==> src/rtl/lzrle_pkg.sv <==
package lzrle_pkg;

   localparam int HIST_DEPTH = 8192;
   localparam int HIST_AW = $clog2(HIST_DEPTH);
   localparam int COUNT_BITS = 24;
   localparam int RAW_BITS = 24;
   localparam int RUN_BITS = 13;

   typedef enum logic [2:0] {
      PH_BOUNDARY,
      PH_FLAG_LO,
      PH_RLE_CHAR,
      PH_LONG_COUNT,
      PH_LONG_CHAR,
      PH_DIST,
      PH_COPY_LEN
   } phase_type;

   localparam logic [3:0] CODE_RLE = 4'd0;
   localparam logic [3:0] CODE_LONG = 4'd1;
   localparam logic [3:0] CODE_TABLE = 4'd2;
   localparam logic [3:0] CODE_ZERO = 4'd14;
   localparam logic [3:0] CODE_LONG_COPY = 4'd15;

   typedef struct packed {
      logic       kind;
      logic [7:0] packed_byte;
      logic       last_packed;
   } req_type;

   typedef struct packed {
      logic       byte_valid;
      logic [7:0] out_byte;
      logic       run_pending;
      logic       finished;
      logic       failed;
   } rsp_type;

   function automatic logic [7:0] run_table(input logic [3:0] idx);
      logic [7:0] v;
      case (idx)
         4'd0: v = 8'h00;
         4'd1: v = 8'h01;
         4'd2: v = 8'h02;
         4'd3: v = 8'h03;
         4'd4: v = 8'h04;
         4'd5: v = 8'h08;
         4'd6: v = 8'h10;
         4'd7: v = 8'h20;
         4'd8: v = 8'h40;
         4'd9: v = 8'h55;
         4'd10: v = 8'h60;
         4'd11: v = 8'h80;
         4'd12: v = 8'haa;
         4'd13: v = 8'hc0;
         4'd14: v = 8'he0;
         default: v = 8'hff;
      endcase
      return v;
   endfunction

endpackage

==> src/rtl/lzrle_rsp_if.sv <==
interface lzrle_rsp_if;
   import lzrle_pkg::*;
   logic    valid;
   logic    ready;
   rsp_type data;
   modport source (output valid, output data, input ready);
   modport sink (input valid, input data, output ready);
endinterface

==> src/rtl/lzrle_outq.sv <==
// two-entry result queue so input keeps flowing while the sink stalls, until both entries are full
module lzrle_outq
   import lzrle_pkg::*;
(
   input  logic    clock,
   input  logic    reset,
   input  logic    push,
   input  rsp_type push_data,
   output logic    has_room,
   lzrle_rsp_if.source rsp
);

   rsp_type    slot_ff [2];
   logic       rd_ptr_ff, rd_ptr_in;
   logic       wr_ptr_ff, wr_ptr_in;
   logic [1:0] cnt_ff, cnt_in;
   logic       pop;

   always_comb begin
      pop = rsp.valid && rsp.ready;
      rd_ptr_in = rd_ptr_ff ^ pop;
      wr_ptr_in = wr_ptr_ff ^ push;
      cnt_in = cnt_ff + 2'(push) - 2'(pop);
      has_room = (cnt_ff != 2'd2) || rsp.ready;
      rsp.valid = cnt_ff != 2'd0;
      rsp.data = slot_ff[rd_ptr_ff];
   end

   always_ff @(posedge clock) begin
      if (push) begin
         slot_ff[wr_ptr_ff] <= push_data;
      end
   end

   always_ff @(posedge clock) begin
      if (reset) begin
         rd_ptr_ff <= 1'b0;
         wr_ptr_ff <= 1'b0;
         cnt_ff <= '0;
      end else begin
         rd_ptr_ff <= rd_ptr_in;
         wr_ptr_ff <= wr_ptr_in;
         cnt_ff <= cnt_in;
      end
   end

endmodule

==> src/flat_wrapper.sv <==
// flat-port wrapper written by rule: the top's interface ports become plain ports
module lzrle_outq_flat import lzrle_pkg::*;
  (clock, reset, push, push_data, has_room, rsp_valid, rsp_data, rsp_ready);
  lzrle_rsp_if rsp_i ();
  input  logic clock;
  input  logic reset;
  input  logic push;
  input  rsp_type push_data;
  output logic has_room;
  output wire logic [$bits(rsp_i.valid)-1:0] rsp_valid;
  output wire logic [$bits(rsp_i.data)-1:0] rsp_data;
  input wire logic [$bits(rsp_i.ready)-1:0] rsp_ready;
  assign rsp_valid = rsp_i.valid;
  assign rsp_data = rsp_i.data;
  assign rsp_i.ready = rsp_ready;
  lzrle_outq u_core (.clock(clock), .reset(reset), .push(push), .push_data(push_data), .has_room(has_room), .rsp(rsp_i));
endmodule
==> config.mk <==
export PLATFORM = sky130hd
export DESIGN_NAME = lzrle_outq_flat
export DESIGN_NICKNAME = d
export VERILOG_FILES = /design/src/rtl/lzrle_pkg.sv /design/src/rtl/lzrle_rsp_if.sv /design/src/rtl/lzrle_outq.sv /design/src/flat_wrapper.sv
export SDC_FILE = /design/constraint.sdc
export NUM_CORES = 1
export LEC_CHECK = 0
export BUFFER_PORTS_ARGS = -buffer_cell sky130_fd_sc_hd__buf_4
export CAP_MARGIN = 0
export CORE_MARGIN = 5
export CORE_UTILIZATION = 45
export DETAILED_ROUTE_END_ITERATION = 16
export PLACE_DENSITY = 0.79
export SLEW_MARGIN = 10
export SYNTH_ARGS = -nofsm -noshare
export SYNTH_HDL_FRONTEND = slang
export SYNTH_SLANG_ARGS = --single-unit
==> constraint.sdc <==
create_clock -name clock -period 1.81 [get_ports clock]
set_clock_uncertainty 0.1 [all_clocks]
set_input_delay 0.2715 -clock clock [delete_from_list [all_inputs] [get_ports clock]]
set_output_delay 0.2715 -clock clock [all_outputs]
set_load 0.05 [all_outputs]
==> flow_summary_export.csv, run 1 <==
group,metric,value,unit
outcome,status,"completed",
sta,hold_viol,0,
logic_synthesis,avgSynthCellArea,18.62,um^2
floorplan,io_pins,30,
grt,grt_pass1_vias,584,
power,leakage,0.5664,nW
worst_setup_path,path_buf_inv,1,
clocking,ctsRootBufferMaster,"clkbuf_4",
finish,nets,116,
floorplan,num_rows,18,
min_path,min_path_type,"primary input to flip-flop",
logic_synthesis,synth.yosys.seq_area_share,72.89,%
logic_synthesis,synthTopCellsByCount,"edfxtp_1 (24), mux2_2 (12), dfxtp_1 (4), ha_1 (4), inv_1 (4)",
sta,slew_violations,0,
sta,fin_setup_tns,0,ns
route,vias,587,
finish,drive_gt1_share,51.58,%
logic_synthesis,yosys_warnings,0,
worst_setup_path,worst-path-max-fanout,14,
logic_synthesis,async_reset_ff_share,0,%
sta,setup_viol,0,
sta,slew_headroom,61.90,%
worst_setup_path,critPathSlowestCell,"dfxtp_4",
clocking,ctsLongestPathBuffers,2,
logic_synthesis,synth-seq-cells,28,
clocking,path_clk_slew,0.14,ns
worst_setup_path,worstSetupPathType,"flip-flop to output pin",
clocking,cts_tree,"built",
clocking,cts_setup_buffers,0,
clocking,cts_buffers,3,
finish,antenna-diode-count,0,
logic_synthesis,synth_flop_cell,"edfxtp_1",
clocking,cts_max_level,1,
sta,min_period_over_period,95.44,%
logic_synthesis,synth_area_leaders,"edfxtp_1 (66%), mux2_2 (12%), dfxtp_1 (7.3%)",
route,drt_iter0_drc,3,
sta,fmax,578.9,MHz
finish,syn_to_final_growth,28.59,%
logic_synthesis,synthCells,59,
route,dr.pass1.iters,4,
route,wl_per_cell,13.21,um
floorplan,die_h,59.41,um
logic_synthesis,ys_types,15,
placed_design,port_buffers,29,
sta,timing.final.crit_period,1.727,ns
power,powerDensity,1267,nW/um^2
logic_synthesis,synth_nets,79,
worst_setup_path,cp-end-kind,"output pin",
clocking,clock-sinks,28,
worst_setup_path,cp_cell_sequence,"mux2_2 > buf_4",
grt,grt_max_degree,16,
logic_synthesis,synth_top_area_cell,"edfxtp_1",
sta,grt_setup_unrepaired,"false",
grt,grtUsageTotal,10.16,%
clocking,clk_latency,0.32,ns
route,drc,0,
worst_setup_path,critPathTopFamily,"flip-flops",
logic_synthesis,synth_edf_count,24,
floorplan,initial_core_util,45.59,%
logic_synthesis,syn_area,1099,um^2
floorplan,fp.dieW,59.41,um
placed_design,post-dp-hpwl,1.197,mm
worst_setup_path,worst_ep_arrival_time,1.36,ns
route,drt_wl_total,1.651,mm
grt,antenna_found_initial,0,
logic_synthesis,synth_top_area_share,65.60,%
grt,grt_pass1_wl,2.532,mm
worst_setup_path,cp-start-kind,"flip-flop",
logic_synthesis,yosys.cell_count.top_type,"edfxtp_1",
worst_setup_path,cp_slowest_stage_delay,0.48,ns
floorplan,dieArea,3530,um^2
route,ant_nets,0,
power,irDropWorstVdd,0.0008649,V
sta,worstMarginPinSlew,0.5715,ns
floorplan,core,2410,um^2
sta,hold_slack,0.02357,ns
flow_run,max_cap_viol_count,0,
placed_design,gp_congestion,0.6144,
grt,grt-ovfl-total,0,
route,routed_via_density,4.696,
worst_setup_path,required,1.44,ns
## cell usage in the layout, fill, tap and decap left out
master          n
or2_2           1
buf_4          29
nor2_2          1
clkbuf_4        3
nor2_1          2
dfxtp_1         3
dlygate4sd3_1   4
and2b_1         1
clkinv_1        1
inv_1           4
nand3_1         1
xnor3_1         1
edfxtp_1       24
o21a_1          1
dfxtp_4         1
mux2_4          1
mux2_2         12
and2b_2         1
ha_1            4
## flip-flops by register name, indices dropped and copies added (netlist names)
signal and cells:
u_core.wr_ptr_ff 1, u_core.cnt_ff 2, u_core.rd_ptr_ff 1, u_core.slot_ff 24
## final timing paths
| path | cells after the start | end | slack [ns] | start |
|---|---|---|---|---|
| worst max register to register | 6 | u_core.cnt_ff[1]$_SDFF_PP0_ | 0.32 | u_core.cnt_ff[1]$_SDFF_PP0_ |
| worst min-delay path | 2 | u_core.wr_ptr_ff$_SDFF_PP0_ | 0.02 | reset |
| worst max-delay path | 2 | rsp_data[7] | 0.08 | u_core.rd_ptr_ff$_SDFF_PP0_ |
| worst min register to register | 3 | u_core.wr_ptr_ff$_SDFF_PP0_ | 0.48 | u_core.wr_ptr_ff$_SDFF_PP0_ |
## cells by family (layout without fill, tap and decap cells)
group           after synthesis  count (layout)  share of synthesized area, %
compound gates                1               1                        0.6836
xor+xnor                      1               1                         2.050
fa+ha+maj                     4               4                         4.556
buf+inv                       5              41                         2.391
flops                        28              28                         72.89
mux                          13              13                         13.67
simple gates                  7               7                         3.759
## per-stage QoR
stage	std cells	util [%]	setup WS (ns)	power (mW)	instance area [um^2]
global placement	117	55.71	0.1530	1.536	1343
detailed placement	117	55.71	0.1305	1.556	1343
floorplan	59	-	0.4018	1.372	1099
CTS	121	56.96	0.06314	1.800	1373
global route	125	58.62	0.01331	1.880	1413
finish	125	58.62	0.08261	1.790	1413
## timing repair
item,in CTS,in global routing
endpoints found under the hold margin,0,7
setup endpoints to repair,12,0
resized for setup,2,0
hold buffers,0,4
## worst register-to-register path: stages, from the launching register on
cell	delay [ns]
dfxtp_1	0.36
o21a_1	0.21
ha_1	0.27
inv_1	0.05
ha_1	0.14
xnor3_1	0.21
nor2_1	0.09
## power by group
part	internal [mW]	switching, mW	total [mW]	leakage [nW]
sequential	0.773	0.0606	0.833	0.259
clock	0.0807	0.167	0.248	0.0154
combinational	0.297	0.412	0.709	0.292
## layout make-up
type	count	area (um^2)
fillers	197	997.2
multi-input cells	26	271.5
flip-flops and latches	28	804.5
repair buffers	33	257.7
well taps	30	37.54
inverters	4	15.01
clock buffers	3	22.52
clock inverters	1	3.754
## metal layers
metal | part of all wire (%) | wire length (um) | global-route usage [%]
met5 | 0 | 0 | 0
met4 | 1.2 | 20 | 2.913
met3 | 6.3 | 104 | 3.268
met2 | 51 | 848 | 17.16
met1 | 41 | 678 | 12.32
No activity file was read; power rests on OpenSTA's default activity.
==> inputs of run 2 (changes only) <==
--- a/constraint.sdc
+++ b/constraint.sdc
@@ -4,2 +4,2 @@
 set_output_delay 0.2715 -clock clock [all_outputs]
-set_load 0.05 [all_outputs]
+set_load 0.01 [all_outputs]
==> flow_summary_export.csv, run 2 (synthesis gave the netlist of run 1 again) <==
group,metric,value,unit
placed_design,port_buffers,29,
finish,syn_to_final_growth,25.85,%
finish,antenna-diode-count,0,
clocking,clock-sinks,28,
placed_design,place_area,1343,um^2
worst_setup_path,worstSetupPathType,"flip-flop to output pin",
sta,worstMarginPinSlew,0.5543,ns
route,drt_iter0_drc,8,
clocking,clk_latency,0.31,ns
finish,largest_registers,"u_core.slot_ff x24, u_core.cnt_ff x2",
flow_run,max_cap_viol_count,0,
worst_setup_path,worst_ep_arrival_time,1.31,ns
route,routed_via_density,4.653,
finish,largest_register_ffs,24,
sta,setup_viol,0,
sta,min_period_over_period,92.70,%
route,drc,0,
route,drt_wl_total,1.635,mm
finish,regMostFlops,"u_core.slot_ff",
sta,timing.final.crit_period,1.678,ns
placed_design,gp_congestion,0.6145,
route,wl_per_cell,13.51,um
clocking,ctsRootBufferMaster,"clkbuf_4",
worst_setup_path,cp-end-kind,"output pin",
finish,fin_area,1383,um^2
grt,grt_max_degree,16,
worst_setup_path,cp-start-kind,"flip-flop",
grt,grt_pass1_wl,2.504,mm
clocking,cts_buffers,3,
clocking,cts_max_level,1,
finish,drive_gt1_share,54.95,%
floorplan,num_rows,18,
sta,grt_setup_unrepaired,"false",
clocking,cts_setup_buffers,0,
floorplan,initial_core_util,45.59,%
grt,grtUsageTotal,9.670,%
clocking,ctsLongestPathBuffers,2,
min_path,min_path_type,"primary input to flip-flop",
clocking,cts_tree,"built",
route,dr.pass1.iters,3,
power,leakage,0.5553,nW
power,irDropWorstVdd,0.0007448,V
sta,slew_headroom,63.04,%
floorplan,die_h,59.41,um
floorplan,fp.dieW,59.41,um
finish,nets,112,
finish,layout_commonest_cell,"buf_4",
grt,grt-ovfl-total,0,
grt,grt_pass1_vias,584,
sta,fin_setup_tns,0,ns
sta,fmax,596.0,MHz
route,vias,563,
worst_setup_path,required,1.44,ns
clocking,path_clk_slew,0.14,ns
placed_design,post-dp-hpwl,1.236,mm
worst_setup_path,worst-path-max-fanout,14,
floorplan,dieArea,3530,um^2
sta,hold_viol,0,
floorplan,io_pins,30,
sta,slew_violations,0,
route,ant_nets,0,
finish,layout_common_cells,"buf_4 (29), edfxtp_1 (24), mux2_2 (12)",
floorplan,core,2410,um^2
power,powerDensity,1134,nW/um^2
grt,antenna_found_initial,0,
outcome,status,"completed",
run 2: cell count changes in the layout (fill, tap and decap cells not counted):
cell,before,now
dlygate4sd3_1,4,0
clkbuf_8,0,1
clkinv_1,1,0
run 2: timing repair:
action                     CTS  global route
hold buffers                 0             0
setup endpoints to repair   12            12
resized for setup            1             1
run 2: worst max-delay path, cell delays in order, from the launching register on:
cell,delay [ns]
dfxtp_4,0.48
mux2_2,0.37
buf_4,0.14
run 2: cell type report:
cell class / count / area [um^2]
multi-input cells: 26 / 271.5
repair buffers: 29 / 217.7
well taps: 30 / 37.54
clock buffers: 4 / 36.28
inverters: 4 / 15.01
fillers: 175 / 1027
flip-flops and latches: 28 / 804.5
run 2: path summary, 6_finish.rpt:
kind | to | depth (start not counted) | slack [ns] | from
max | rsp_data[7] | 2 | 0.13 | u_core.rd_ptr_ff$_SDFF_PP0_
min | u_core.slot_ff[1][6]$_DFFE_PP_ | 1 | 0.03 | push_data[6]
max reg2reg | u_core.cnt_ff[1]$_SDFF_PP0_ | 6 | 0.32 | u_core.cnt_ff[1]$_SDFF_PP0_
min reg2reg | u_core.wr_ptr_ff$_SDFF_PP0_ | 3 | 0.49 | u_core.wr_ptr_ff$_SDFF_PP0_
run 2: metrics by stage:
| stage | setup WS, ns | hold slack, ns | power [mW] | util (%) | cells |
|---|---|---|---|---|---|
| after floorplan | 0.4018 | 0.2382 | 1.123 | - | 59 |
| after global placement | 0.2022 | 0.3575 | 1.285 | 55.71 | 117 |
| after detailed placement | 0.1917 | 0.3604 | 1.306 | 55.71 | 117 |
| after CTS | 0.02712 | 0.02661 | 1.582 | 57.27 | 121 |
| after global routing | 0.06206 | 0.004583 | 1.654 | 57.37 | 121 |
| final | 0.1321 | 0.03490 | 1.567 | 57.37 | 121 |
run 2: routing by layer:
layer / track usage, % / vias to the layer above / routed length [um]
li1: - / 282 / -
met3: 2.832 / 2 / 109
met2: 16.69 / 18 / 835
met1: 11.97 / 261 / 679
met4: 1.942 / 0 / 11
met5: 0 / - / 0
run 2: report_power, final:
group / internal, mW / leakage, nW / total (mW) / switching (mW)
Combinational: 0.285 / 0.275 / 0.450 / 0.165
Clock: 0.123 / 0.0210 / 0.284 / 0.161
Sequential: 0.773 / 0.259 / 0.834 / 0.0611
Total: 1.18 / 0.555 / 1.57 / 0.387
==> inputs of run 3 (changes only) <==
- CORE_UTILIZATION: 45 -> 50
- PLACE_DENSITY: 0.79 -> 0.86
==> flow_summary_export.csv, run 3 (synthesis gave the netlist of run 1 again) <==
group,metric,value,unit
flow_run,max_cap_viol_count,0,
sta,fmax,601.0,MHz
worst_setup_path,reg2reg_from,"u_core.cnt_ff[1]$_SDFF_PP0_",
floorplan,initial_core_util,51.14,%
grt,grt_pass1_wl,2.849,mm
route,vias,596,
power,powerDensity,1091,nW/um^2
min_path,hold_path.startpoint,"push_data[11]",
worst_setup_path,worst_ep_arrival_time,1.29,ns
sta,setup_viol,0,
finish,regMostFlops,"u_core.slot_ff",
worst_setup_path,cp-start-kind,"flip-flop",
worst_setup_path,worstSetupPathType,"flip-flop to output pin",
route,drt_wl_total,1.745,mm
clocking,ctsRootBufferMaster,"clkbuf_4",
placed_design,gp_congestion,0.6289,
floorplan,fp.dieW,56.88,um
clocking,clock-sinks,28,
grt,grt_pass1_vias,631,
placed_design,post-dp-hpwl,1.279,mm
power,leakage,0.5660,nW
worst_setup_path,timing.reg2reg.setup_slack,0.34,ns
placed_design,port_buffers,29,
sta,slew_violations,0,
clocking,clk_latency,0.31,ns
finish,drive_gt1_share,51.58,%
floorplan,die_h,56.88,um
route,wl_per_cell,14.19,um
clocking,path_clk_slew,0.14,ns
sta,hold_viol,0,
finish,syn_to_final_growth,28.36,%
worst_setup_path,required,1.44,ns
grt,grtUsageTotal,11.52,%
clocking,cts_tree,"built",
outcome,status,"completed",
finish,layout_commonest_cell,"buf_4",
worst_setup_path,r2r_end,"u_core.cnt_ff[1]$_SDFF_PP0_",
worst_setup_path,cp-startpoint,"u_core.rd_ptr_ff$_SDFF_PP0_",
sta,fin_setup_tns,0,ns
placed_design,dp_slack,0.2066,ns
sta,slew_headroom,62.61,%
min_path,min_path_type,"primary input to flip-flop",
worst_setup_path,worst-path-max-fanout,14,
clocking,cts_buffers,3,
route,drc,0,
route,drt_iter0_drc,15,
floorplan,num_rows,17,
sta,worstMarginPinSlew,0.5608,ns
worst_setup_path,worstRegToRegCells,6,
finish,nets,116,
grt,grt_max_degree,16,
sta,min_period_over_period,91.93,%
sta,timing.final.crit_period,1.664,ns
sta,setup_ws,0.1461,ns
route,routed_via_density,4.846,
worst_setup_path,cp-end-kind,"output pin",
grt,antenna_found_initial,0,
floorplan,dieArea,3235,um^2
finish,largest_register_ffs,24,
worst_setup_path,crit_end,"rsp_data[11]",
finish,layout_common_cells,"buf_4 (29), edfxtp_1 (24), mux2_2 (12)",
grt,grt-ovfl-total,0,
route,ant_nets,0,
finish,antenna-diode-count,0,
power,irDropWorstVdd,0.0006373,V
sta,grt_setup_unrepaired,"false",
finish,largest_registers,"u_core.slot_ff x24, u_core.cnt_ff x2",
route,dr.pass1.iters,4,
clocking,cts_max_level,1,
floorplan,core,2148,um^2
clocking,ctsLongestPathBuffers,2,
floorplan,io_pins,30,
==> run 3: changes by cell type in the layout (fill, tap and decap cells not counted) <==
| cell | previous run | this run |
|---|---|---|
| clkbuf_1 | 0 | 1 |
| dlygate4sd3_1 | 0 | 4 |
| clkbuf_8 | 1 | 0 |
==> run 3: worst min path at each step <==
stage | cells after the start | endpoint | slack, ns
2_1_floorplan | 1 | u_core.wr_ptr_ff$_SDFF_PP0_ | 0.24
3_3_place_gp | 1 | u_core.slot_ff[0][7]$_DFFE_PP_ | 0.36
3_5_place_dp | 1 | u_core.slot_ff[0][7]$_DFFE_PP_ | 0.36
4_1_cts | 1 | u_core.slot_ff[0][7]$_DFFE_PP_ | 0.02
5_1_grt | 1 | u_core.slot_ff[1][11]$_DFFE_PP_ | 0.001
6_report | 1 | u_core.slot_ff[0][11]$_DFFE_PP_ | 0.03
==> run 3: area by class of cell <==
| class | instances | area (um^2) |
|---|---|---|
| clock buffers | 4 | 26.28 |
| fillers | 160 | 738.2 |
| inverters | 4 | 15.01 |
| multi-input cells | 26 | 271.5 |
| flip-flops and latches | 28 | 804.5 |
| well taps | 28 | 35.03 |
| repair buffers | 33 | 257.7 |
==> run 3: worst max-delay path: stages (launching register included) <==
cell and delay, ns:
dfxtp_4 0.48, mux2_2 0.36, buf_4 0.15
==> run 3: what timing repair did <==
action / 4_1_cts / 5_1_grt
gates resized for setup: 1 / 1
endpoints found under the hold margin: 0 / 7
hold buffers: 0 / 4
buffers inserted: 0 / 0
endpoints found under the setup margin: 12 / 10
pin swaps: 0 / 0
==> run 3: where the power goes <==
part | total, mW | leakage [nW] | switching [mW] | internal [mW]
combinational | 0.455 | 0.292 | 0.165 | 0.289
clock | 0.249 | 0.0150 | 0.163 | 0.0861
sequential | 0.834 | 0.259 | 0.0612 | 0.773
==> run 3: per-stage QoR <==
stage	std cells	total power, mW	area, um^2	util, %	hold WS [ns]
after floorplan	59	1.123	1099	-	0.2382
after detailed placement	115	1.302	1340	62.38	0.3605
after global placement	115	1.282	1340	62.38	0.3576
after CTS	119	1.553	1368	63.66	0.01558
final	123	1.538	1410	65.64	0.02948
after global routing	123	1.632	1410	65.64	0.001368
==> run 3: per-layer routing <==
layer | wire, um | vias up | GRT usage [%]
met1 | 691 | 291 | 12.57
met5 | 0 | - | 0
met2 | 940 | 13 | 20.96
met4 | 22 | 0 | 5.960
li1 | - | 290 | -
met3 | 91 | 2 | 2.069
